<file path="src/sv/assert_macros.svh">
// assertion macros for the button debounce design
`ifndef ASSERT_MACROS_SVH
`define ASSERT_MACROS_SVH

`ifndef SYNTHESIS

// clocked check, off while reset is asserted
`define BDC_ASSERT(label, prop, msg) \
  label: assert property (@(posedge clk_i) disable iff (!rst_ni) (prop)) else $error(msg);

// clocked check that also holds during reset
`define BDC_ASSERT_ALWAYS(label, prop, msg) \
  label: assert property (@(posedge clk_i) (prop)) else $error(msg);

`else

`define BDC_ASSERT(label, prop, msg)
`define BDC_ASSERT_ALWAYS(label, prop, msg)

`endif

`endif

</file>
<file path="src/sv/bdc_pkg.sv">
// types and constants for the button debounce and click detector
`default_nettype none

package bdc_pkg;

  // poll commands
  typedef enum logic [1:0] {
    CMD_SAMPLE  = 2'd0,
    CMD_RESTART = 2'd1,
    CMD_PRIME   = 2'd2,
    CMD_TAKE    = 2'd3
  } cmd_e;

  // pending event codes
  typedef enum logic [2:0] {
    EV_NONE    = 3'd0,
    EV_PRESS   = 3'd1,
    EV_RELEASE = 3'd2,
    EV_LONG    = 3'd3,
    EV_DOUBLE  = 3'd4,
    EV_MULTI   = 3'd5,
    EV_BOOT    = 3'd6
  } ev_e;

  // configuration register indexes (word address)
  typedef enum logic [2:0] {
    REG_DEBOUNCE   = 3'd0,
    REG_LONG_PRESS = 3'd1,
    REG_MULTI_WIN  = 3'd2,
    REG_BOOT_HOLD  = 3'd3,
    REG_ACTIVE_LOW = 3'd4
  } reg_idx_e;

  localparam int unsigned AddrWidth = 5;

  localparam logic [15:0] DebounceReset   = 16'd20;
  localparam logic [31:0] LongPressReset  = 32'd800;
  localparam logic [15:0] MultiWinReset   = 16'd300;
  localparam logic [31:0] BootHoldReset   = 32'd2000;
  localparam logic        ActiveLowReset  = 1'b1;

  localparam logic [7:0]  ClickMax    = 8'd255;
  localparam logic [7:0]  DoubleCount = 8'd2;

endpackage

`default_nettype wire

</file>
<file path="src/sv/button_debounce_click_detector.sv">
// button debounce, click counting, long press and boot hold detection
//
//   channel   direction  handshake              payload
//   poll      in         in_valid_i / in_stall_o cmd_i, pin_level_i, now_ms_i
//   result    out        out_valid_o / out_stall_i
//                                   pressed_o, event_res_o, finished_clicks_o,
//                                   held_for_o, previous_hold_o
//   config    in         apb write/read         paddr, pwdata, prdata
//
// a poll passes through the input register, then through the update logic
// into the result register
// one poll per cycle sustained while the output is not stalled; the state
// update is a single pass of parallel 32 bit subtract-and-compare units
// reset clears detector state, valid, event and ready flags, loads register defaults
// an output stall holds the result register; the input register still takes
// a poll while it is empty, then stalls the input side as well
`default_nettype none

`include "assert_macros.svh"

module button_debounce_click_detector
  import bdc_pkg::*;
(
  input  wire logic                 clk_i,
  input  wire logic                 rst_ni,

  // poll channel
  input  wire logic                 in_valid_i,
  output logic                      in_stall_o,
  input  wire logic [1:0]           cmd_i,
  input  wire logic                 pin_level_i,
  input  wire logic [31:0]          now_ms_i,

  // result channel
  output logic                      out_valid_o,
  input  wire logic                 out_stall_i,
  output logic                      pressed_o,
  output logic [2:0]                event_res_o,
  output logic [7:0]                finished_clicks_o,
  output logic [31:0]               held_for_o,
  output logic [31:0]               previous_hold_o,

  // configuration port
  input  wire logic                 psel,
  input  wire logic                 penable,
  input  wire logic                 pwrite,
  input  wire logic [AddrWidth-1:0] paddr,
  input  wire logic [31:0]          pwdata,
  output logic [31:0]               prdata,
  output logic                      pready
);

  // ---------------------------------------------------------------------
  // configuration registers
  // ---------------------------------------------------------------------
  logic [15:0] debounce_q;
  logic [31:0] long_press_q;
  logic [15:0] multi_win_q;
  logic [31:0] boot_hold_q;
  logic        active_low_q;

  reg_idx_e    reg_idx;
  logic        cfg_wr;

  assign pready  = 1'b1;
  assign reg_idx = reg_idx_e'(paddr[AddrWidth-1:2]);
  assign cfg_wr  = psel && penable && pwrite && pready;

  always_ff @(posedge clk_i or negedge rst_ni) begin
    if (!rst_ni) begin
      debounce_q   <= DebounceReset;
      long_press_q <= LongPressReset;
      multi_win_q  <= MultiWinReset;
      boot_hold_q  <= BootHoldReset;
      active_low_q <= ActiveLowReset;
    end else if (cfg_wr) begin
      unique case (reg_idx)
        REG_DEBOUNCE:   debounce_q   <= pwdata[15:0];
        REG_LONG_PRESS: long_press_q <= pwdata;
        REG_MULTI_WIN:  multi_win_q  <= pwdata[15:0];
        REG_BOOT_HOLD:  boot_hold_q  <= pwdata;
        REG_ACTIVE_LOW: active_low_q <= pwdata[0];
        default: ;
      endcase
    end
  end

  always_comb begin
    unique case (reg_idx)
      REG_DEBOUNCE:   prdata = {16'd0, debounce_q};
      REG_LONG_PRESS: prdata = long_press_q;
      REG_MULTI_WIN:  prdata = {16'd0, multi_win_q};
      REG_BOOT_HOLD:  prdata = boot_hold_q;
      REG_ACTIVE_LOW: prdata = {31'd0, active_low_q};
      default:        prdata = 32'd0;
    endcase
  end

  // ---------------------------------------------------------------------
  // input register and flow control
  // ---------------------------------------------------------------------
  logic        in_valid_q;
  cmd_e        cmd_q;
  logic        pin_q;
  logic [31:0] now_q;
  logic        out_valid_q;
  logic        advance;   // result register can take a new value
  logic        proc;      // the poll in the input register is processed now

  assign advance    = !out_valid_q || !out_stall_i;
  assign proc       = in_valid_q && advance;
  assign in_stall_o = in_valid_q && !advance;

  always_ff @(posedge clk_i or negedge rst_ni) begin
    if (!rst_ni) begin
      in_valid_q <= 1'b0;
    end else if (!in_stall_o) begin
      in_valid_q <= in_valid_i;
    end
  end

  always_ff @(posedge clk_i) begin
    if (in_valid_i && !in_stall_o) begin
      cmd_q <= cmd_e'(cmd_i);
      pin_q <= pin_level_i;
      now_q <= now_ms_i;
    end
  end

  // ---------------------------------------------------------------------
  // detector state
  // ---------------------------------------------------------------------
  logic        raw_seen_q,   raw_seen_d;
  logic        stable_q,     stable_d;
  logic        long_fired_q, long_fired_d;
  logic [31:0] change_q,     change_d;
  logic [31:0] press_q,      press_d;
  logic [31:0] release_q,    release_d;
  logic [31:0] last_dur_q,   last_dur_d;
  logic [7:0]  click_run_q,  click_run_d;
  logic [7:0]  final_q,      final_d;
  ev_e         pending_q,    pending_d;
  logic [31:0] start_q,      start_d;
  logic        boot_armed_q, boot_armed_d;
  logic        boot_fired_q, boot_fired_d;
  logic        ready_q,      ready_d;

  // elapsed times against the stored stamps, all in parallel
  logic [31:0] since_change, since_press, since_release, since_start;
  logic        rawp;
  logic        raw_chg, deb_ok, edge_press, edge_release;
  logic        long_ok, rel_win_ok, boot_ok;

  ev_e         res_event;
  logic [31:0] res_held;

  assign since_change  = now_q - change_q;
  assign since_press   = now_q - press_q;
  assign since_release = now_q - release_q;
  assign since_start   = now_q - start_q;

  assign rawp    = active_low_q ? !pin_q : pin_q;
  assign raw_chg = rawp != raw_seen_q;

  // a fresh stamp equals now, so its elapsed time is zero
  assign deb_ok       = raw_chg ? (debounce_q == 16'd0)
                                : (since_change >= {16'd0, debounce_q});
  assign edge_press   = deb_ok && rawp && !stable_q;
  assign edge_release = deb_ok && !rawp && stable_q;
  assign long_ok      = edge_press ? (long_press_q == 32'd0)
                                   : (since_press >= long_press_q);
  assign rel_win_ok   = edge_release ? (multi_win_q == 16'd0)
                                     : (since_release >= {16'd0, multi_win_q});
  assign boot_ok      = since_start >= boot_hold_q;

  always_comb begin
    raw_seen_d   = raw_seen_q;
    stable_d     = stable_q;
    long_fired_d = long_fired_q;
    change_d     = change_q;
    press_d      = press_q;
    release_d    = release_q;
    last_dur_d   = last_dur_q;
    click_run_d  = click_run_q;
    final_d      = final_q;
    pending_d    = pending_q;
    start_d      = start_q;
    boot_armed_d = boot_armed_q;
    boot_fired_d = boot_fired_q;
    ready_d      = ready_q;

    unique case (cmd_q)
      CMD_RESTART, CMD_PRIME: begin
        raw_seen_d   = 1'b0;
        stable_d     = 1'b0;
        long_fired_d = 1'b0;
        change_d     = 32'd0;
        press_d      = 32'd0;
        release_d    = 32'd0;
        last_dur_d   = 32'd0;
        click_run_d  = 8'd0;
        final_d      = 8'd0;
        pending_d    = EV_NONE;
        start_d      = now_q;
        boot_armed_d = 1'b0;
        boot_fired_d = 1'b0;
        if (cmd_q == CMD_PRIME) begin
          raw_seen_d   = rawp;
          stable_d     = rawp;
          press_d      = now_q;
          change_d     = now_q;
          boot_armed_d = rawp;
          ready_d      = 1'b1;
        end
      end
      CMD_SAMPLE: begin
        if (ready_q) begin
          if (raw_chg) begin
            raw_seen_d = rawp;
            change_d   = now_q;
          end
          if (edge_press) begin
            stable_d     = 1'b1;
            long_fired_d = 1'b0;
            press_d      = now_q;
            pending_d    = EV_PRESS;
          end
          if (edge_release) begin
            stable_d   = 1'b0;
            release_d  = now_q;
            last_dur_d = since_press;
            if (!long_fired_q) begin
              if (click_run_q == 8'd0 || !(since_release >= {16'd0, multi_win_q})) begin
                if (click_run_q != ClickMax) begin
                  click_run_d = click_run_q + 8'd1;
                end
              end else begin
                click_run_d = 8'd1;
              end
            end else begin
              click_run_d = 8'd0;
            end
            boot_armed_d = 1'b0;
            pending_d    = EV_RELEASE;
          end
          // one-shot long press
          if (stable_d && !long_fired_d && long_ok) begin
            long_fired_d = 1'b1;
            click_run_d  = 8'd0;
            pending_d    = EV_LONG;
          end
          // held since prime
          if (boot_armed_d && !boot_fired_q && stable_d && boot_ok) begin
            boot_fired_d = 1'b1;
            pending_d    = EV_BOOT;
          end
          // click window closed: finalize the run
          if (click_run_d != 8'd0 && !stable_d && rel_win_ok) begin
            final_d = click_run_d;
            if (click_run_d == DoubleCount) begin
              pending_d = EV_DOUBLE;
            end else if (click_run_d > DoubleCount) begin
              pending_d = EV_MULTI;
            end
            click_run_d = 8'd0;
          end
        end
      end
      CMD_TAKE: begin
        if (ready_q) begin
          pending_d = EV_NONE;
        end
      end
      default: ;
    endcase
  end

  // a take reports the event it clears; otherwise the event after the update
  assign res_event = (cmd_q == CMD_TAKE) ? pending_q : pending_d;
  assign res_held  = stable_d ? (now_q - press_d) : 32'd0;

  always_ff @(posedge clk_i or negedge rst_ni) begin
    if (!rst_ni) begin
      raw_seen_q   <= 1'b0;
      stable_q     <= 1'b0;
      long_fired_q <= 1'b0;
      change_q     <= 32'd0;
      press_q      <= 32'd0;
      release_q    <= 32'd0;
      last_dur_q   <= 32'd0;
      click_run_q  <= 8'd0;
      final_q      <= 8'd0;
      pending_q    <= EV_NONE;
      start_q      <= 32'd0;
      boot_armed_q <= 1'b0;
      boot_fired_q <= 1'b0;
      ready_q      <= 1'b0;
    end else if (proc) begin
      raw_seen_q   <= raw_seen_d;
      stable_q     <= stable_d;
      long_fired_q <= long_fired_d;
      change_q     <= change_d;
      press_q      <= press_d;
      release_q    <= release_d;
      last_dur_q   <= last_dur_d;
      click_run_q  <= click_run_d;
      final_q      <= final_d;
      pending_q    <= pending_d;
      start_q      <= start_d;
      boot_armed_q <= boot_armed_d;
      boot_fired_q <= boot_fired_d;
      ready_q      <= ready_d;
    end
  end

  // ---------------------------------------------------------------------
  // result register
  // ---------------------------------------------------------------------
  logic        res_pressed_q;
  ev_e         res_event_q;
  logic [7:0]  res_clicks_q;
  logic [31:0] res_held_q;
  logic [31:0] res_prev_q;

  always_ff @(posedge clk_i or negedge rst_ni) begin
    if (!rst_ni) begin
      out_valid_q <= 1'b0;
    end else if (advance) begin
      out_valid_q <= in_valid_q;
    end
  end

  // everything reads zero until primed
  always_ff @(posedge clk_i) begin
    if (proc) begin
      if (ready_d) begin
        res_pressed_q <= stable_d;
        res_event_q   <= res_event;
        res_clicks_q  <= final_d;
        res_held_q    <= res_held;
        res_prev_q    <= last_dur_d;
      end else begin
        res_pressed_q <= 1'b0;
        res_event_q   <= EV_NONE;
        res_clicks_q  <= 8'd0;
        res_held_q    <= 32'd0;
        res_prev_q    <= 32'd0;
      end
    end
  end

  assign out_valid_o       = out_valid_q;
  assign pressed_o         = res_pressed_q;
  assign event_res_o       = res_event_q;
  assign finished_clicks_o = res_clicks_q;
  assign held_for_o        = res_held_q;
  assign previous_hold_o   = res_prev_q;

  // ---------------------------------------------------------------------
  // assertions
  // ---------------------------------------------------------------------
  `BDC_ASSERT(a_ready_sticky, !$fell(ready_q), "ready dropped after prime")
  `BDC_ASSERT(a_unprimed_zero, (out_valid_q && !ready_q) |-> (!res_pressed_q && res_event_q == EV_NONE && res_held_q == 32'd0 && res_prev_q == 32'd0), "result not zero before prime")
  `BDC_ASSERT(a_held_when_pressed, (out_valid_q && !res_pressed_q) |-> (res_held_q == 32'd0), "held time while released")
  `BDC_ASSERT(a_result_from_poll, $rose(out_valid_q) |-> $past(in_valid_q), "result with no poll behind it")
  `BDC_ASSERT_ALWAYS(a_no_stall_when_empty, !in_valid_q |-> !in_stall_o, "input stalled with empty register")

endmodule

`default_nettype wire

</file>
<file path="config.mk">
export PLATFORM = sky130hd
export DESIGN_NAME = button_debounce_click_detector
export DESIGN_NICKNAME = d
export VERILOG_FILES = /design/src/sv/bdc_pkg.sv /design/src/sv/button_debounce_click_detector.sv
export VERILOG_INCLUDE_DIRS = /design/src /design/src/sv
export SDC_FILE = /design/constraint.sdc
export NUM_CORES = 1
export LEC_CHECK = 0
export BUFFER_PORTS_ARGS = -buffer_cell sky130_fd_sc_hd__buf_2
export CORE_MARGIN = 4
export CORE_UTILIZATION = 56
export CTS_CLUSTER_SIZE = 8
export DETAILED_ROUTE_END_ITERATION = 6
export HOLD_SLACK_MARGIN = 0.12
export PLACE_DENSITY = 0.74
export SYNTH_ARGS = -nofsm -noshare
export SYNTH_HDL_FRONTEND = slang
export SYNTH_SLANG_ARGS = --single-unit
</file>
<file path="constraint.sdc">
create_clock -name clk_i -period 7.2 [get_ports clk_i]
set_input_delay 0.36 -clock clk_i [delete_from_list [all_inputs] [get_ports clk_i]]
set_output_delay 0.36 -clock clk_i [all_outputs]
set_load 0.01 [all_outputs]
</file>
==> run metrics <==
Seq/Total Area, Yosys between 30 and 40%; #FFs+latches synth 395; Die H about 230 um; Static Leak around 0.015 uW; GRT Util Overall between 30% and 40%; htree depth 2; clock transition at the registers of the reported paths around 50 ps; final setup margin -8.24 ps; IO Port Bufs about 190; routed via count roughly 26000; clk buf depth 3; crit path DAT ~7600 ps; hold endpoint active_low_q; RSZ-0062 raised after global routing true; pin count of the biggest net entering global routing around 170; r2r setup slk -8 ps; EDFF count, synth ~110; Worst R2R Start now_q[1]; Skew-Pair Late Insertion Delay 620 ps; worst-path fanout max 4; max cap viols 0; Slew HR 12.9%; asr flop ratio synth a little under three quarters; Hold Crit Depth 3; # clock sinks roughly 400; DP Area ~30000 um2; crit path launch type flip-flop; Avg WL per Cell 23.8 um; PwrDens between 300 and 400 nW/um2; Mapped Avg Cell Area a little over 9 um2; die area approximately 54000 um2; Worst Setup Path Type flip-flop to flip-flop; Setup Skew ~33 ps; core area a little under 50000 um2; post-synthesis cell count just over 3000; Final Cycle Share 100%; worst min-delay path class primary input to flip-flop; crit path time final just over 7000 ps; initial DRC count between 2000 and 3000; first-pass GRT wire length around 150 mm; num rows approximately 80; Final Max Tran Viols 0; Max Freq between 100 and 150 MHz; placed cells 3855; GRT overflow 0; reg-to-reg endpoint held_for_o[30]; Final setup viols 1; initial core utilization a little under three fifths; Netlist cell types around 110; drt total wl around 96 mm; TritonCTS Buffers between 50 and 60; Final #Nets 3687; DP Wirelength 71.5 mm; syn nets 3386; Die X 232 um; Worst Path Required between 7000 and 8000 ps; status finished with violations; Post-route DRC 4; worst slew pin tran roughly 1300 ps; Hold Path Origin paddr[4]; Root Driver clkbuf_16; share of layout cells above drive strength 1 about 17%; gpl congestion 1.04; endpoints failing hold 0; TritonCTS clock tree built; final cell count without fillers about 4000; post-synthesis cell area around 28000 um2; First-pass DRT Iterations 7; Worst path max stage delay about 400 ps; Area growth syn-to-layout 17.8%; vias per cell 6.41; num ports 190; initial antenna violation count 2; number of global-route vias before repair roughly 25000; synth warn 0; critical path's slowest cell edfxtp_1; Routed Antenna Nets 0; Main synth FF type dfrtp_1; post-route cell area 33000 um2; violated checks DRC, setup timing; antenna diode count 0; Critical Path End Type flip-flop; Worst path most repeated cell a21oi_2; Max VDD drop ~0.21 mV; Reg2Reg Depth 39
==> sequential cells by signal, indices dropped and copies added (netlist names), 2 cells and up <==
| name | cells |
|---|---|
| pending_q | 3 |
| change_q | 32 |
| long_press_q | 32 |
| click_run_q | 8 |
| boot_hold_q | 32 |
| final_q | 8 |
| event_res_o | 3 |
| multi_win_q | 16 |
| now_q | 32 |
| press_q | 32 |
| previous_hold_o | 32 |
| debounce_q | 16 |
| held_for_o | 32 |
| last_dur_q | 32 |
| start_q | 32 |
| release_q | 32 |
| finished_clicks_o | 8 |
| cmd_q | 2 |
==> cells in the mapped netlist (all sizes together), types with 33 or more instances <==
library cell    n  share of area [%]
nand4          48                1.1
inv           270                3.6
nor2b          43               0.99
edfxtp        111                 12
dfrtp         268                 24
nand2         257                3.5
a22oi          86                2.3
a21o           70                1.9
nor2          189                2.5
clkbuf        116                1.6
nor3           63                1.1
mux2           56                2.3
o21ai         226                4.0
a21oi         187                3.4
a41o           33                1.2
xnor2          77                2.4
nand3          67                1.2
xor2           44                1.4
ha            256                 11
nand2b         36               0.80
a22o          101                3.2
==> through the flow <==
stage | worst slack (ps) | util, % | total power (uW) | setup TNS [ps] | hold WS [ps]
floorplan | -59.1 | - | 5810 | -59.1 | 64.4
global placement | -79.1 | 61.0 | 7030 | -163 | 469
detailed placement | -385 | 61.0 | 7180 | -2440 | 474
CTS | 21.3 | 66.3 | 9860 | 0 | 234
global route | -352 | 67.0 | 10600 | -3460 | 297
finish | -8.24 | 67.0 | 10000 | -8.24 | 268
==> critical path: cells and delay by family (launching register included) <==
family,cells,cell delay [ps]
adders and majority gates,4,1100
and+or+nand+nor,13,2150
DFF,1,400
xor gates and xnor gates,2,240
buffers and inverters,2,220
AOI/OAI and AO/OA,18,2830
==> layout make-up <==
class / instances / area (um2)
clock buffers: 102 / 1650
clock inverters: 2 / 46.3
fillers: 3899 / 16200
inverters: 272 / 1020
multi-input cells: 2238 / 16300
flip-flops and latches: 395 / 10500
well taps: 664 / 831
repair buffers: 384 / 2680
==> layout by cell type, fill, tap and decap left out, types with 9 or more instances in the layout <==
cell / instances
buf_2: 185
a21boi_0: 9
nand3_1: 65
nor2_1: 184
o21ai_0: 205
dfrtp_1: 268
xnor2_1: 77
o21a_1: 31
nor4_1: 21
o211ai_1: 30
clkbuf_1: 41
and3_1: 18
nor3_1: 61
o22ai_1: 25
o21ai_1: 14
xor2_1: 43
dlygate4sd3_1: 71
nand2_1: 249
o31ai_1: 15
and2_1: 13
mux4_2: 15
nand4_1: 47
clkbuf_16: 58
ha_1: 251
mux2_2: 55
a31oi_1: 18
buf_4: 120
a21o_1: 70
or3_1: 19
nor2b_1: 38
inv_1: 268
edfxtp_1: 111
a21oi_1: 170
a211oi_1: 18
a41o_1: 33
nand2b_1: 35
dfstp_2: 16
a22oi_1: 83
a21oi_2: 16
a22o_1: 101
==> kinds of logic after synthesis <==
group                    after synthesis  synth area share, %
XOR/XNOR                             121                 3.78
AO/OA/AOI/OAI                        967                 23.8
AND/OR/NAND/NOR                      809                 13.8
adder cells (fa/ha/maj)              261                 11.8
other                                  1               0.0134
multiplexers                          79                 3.77
buffers and inverters                413                 5.74
flip-flops                           395                 37.3
==> per-layer routing <==
metal	wire, um	global-route usage (%)	up-vias	part of all wire [%]
li1	-	-	11800	-
met1	39700	47.0	12600	41
met2	43700	55.2	1274	45
met3	7320	5.39	282	7.6
met4	5670	17.5	2	5.9
met5	20	0	-	0.021
==> worst max path at each step <==
stage,start,to,cells after the start,slack (ps)
floorplan,now_q[1],held_for_o[30],38,-60
global placement,now_q[1],held_for_o[28],40,-80
detailed placement,now_q[1],held_for_o[30],38,-390
CTS,now_q[1],held_for_o[29],37,20
global route,now_q[1],held_for_o[29],38,-350
finish,now_q[1],held_for_o[30],39,-8
==> repair_timing <==
action / CTS / global route
buffers inserted: 4 / 23
resized for setup: 33 / 50
gates cloned: 1 / 0
pin swaps: 30 / 62
endpoints found under the setup margin: 14 / 28
hold endpoints to repair: 246 / 0
hold buffers: 71 / 0
==> power by group <==
part | internal [uW] | switching [uW] | total, uW
Combinational | 1790 | 2670 | 4460
Sequential | 2720 | 286 | 3010
Clock | 1560 | 1020 | 2570
Total | 6070 | 3970 | 10000
Power figures use the tool's default switching activity.
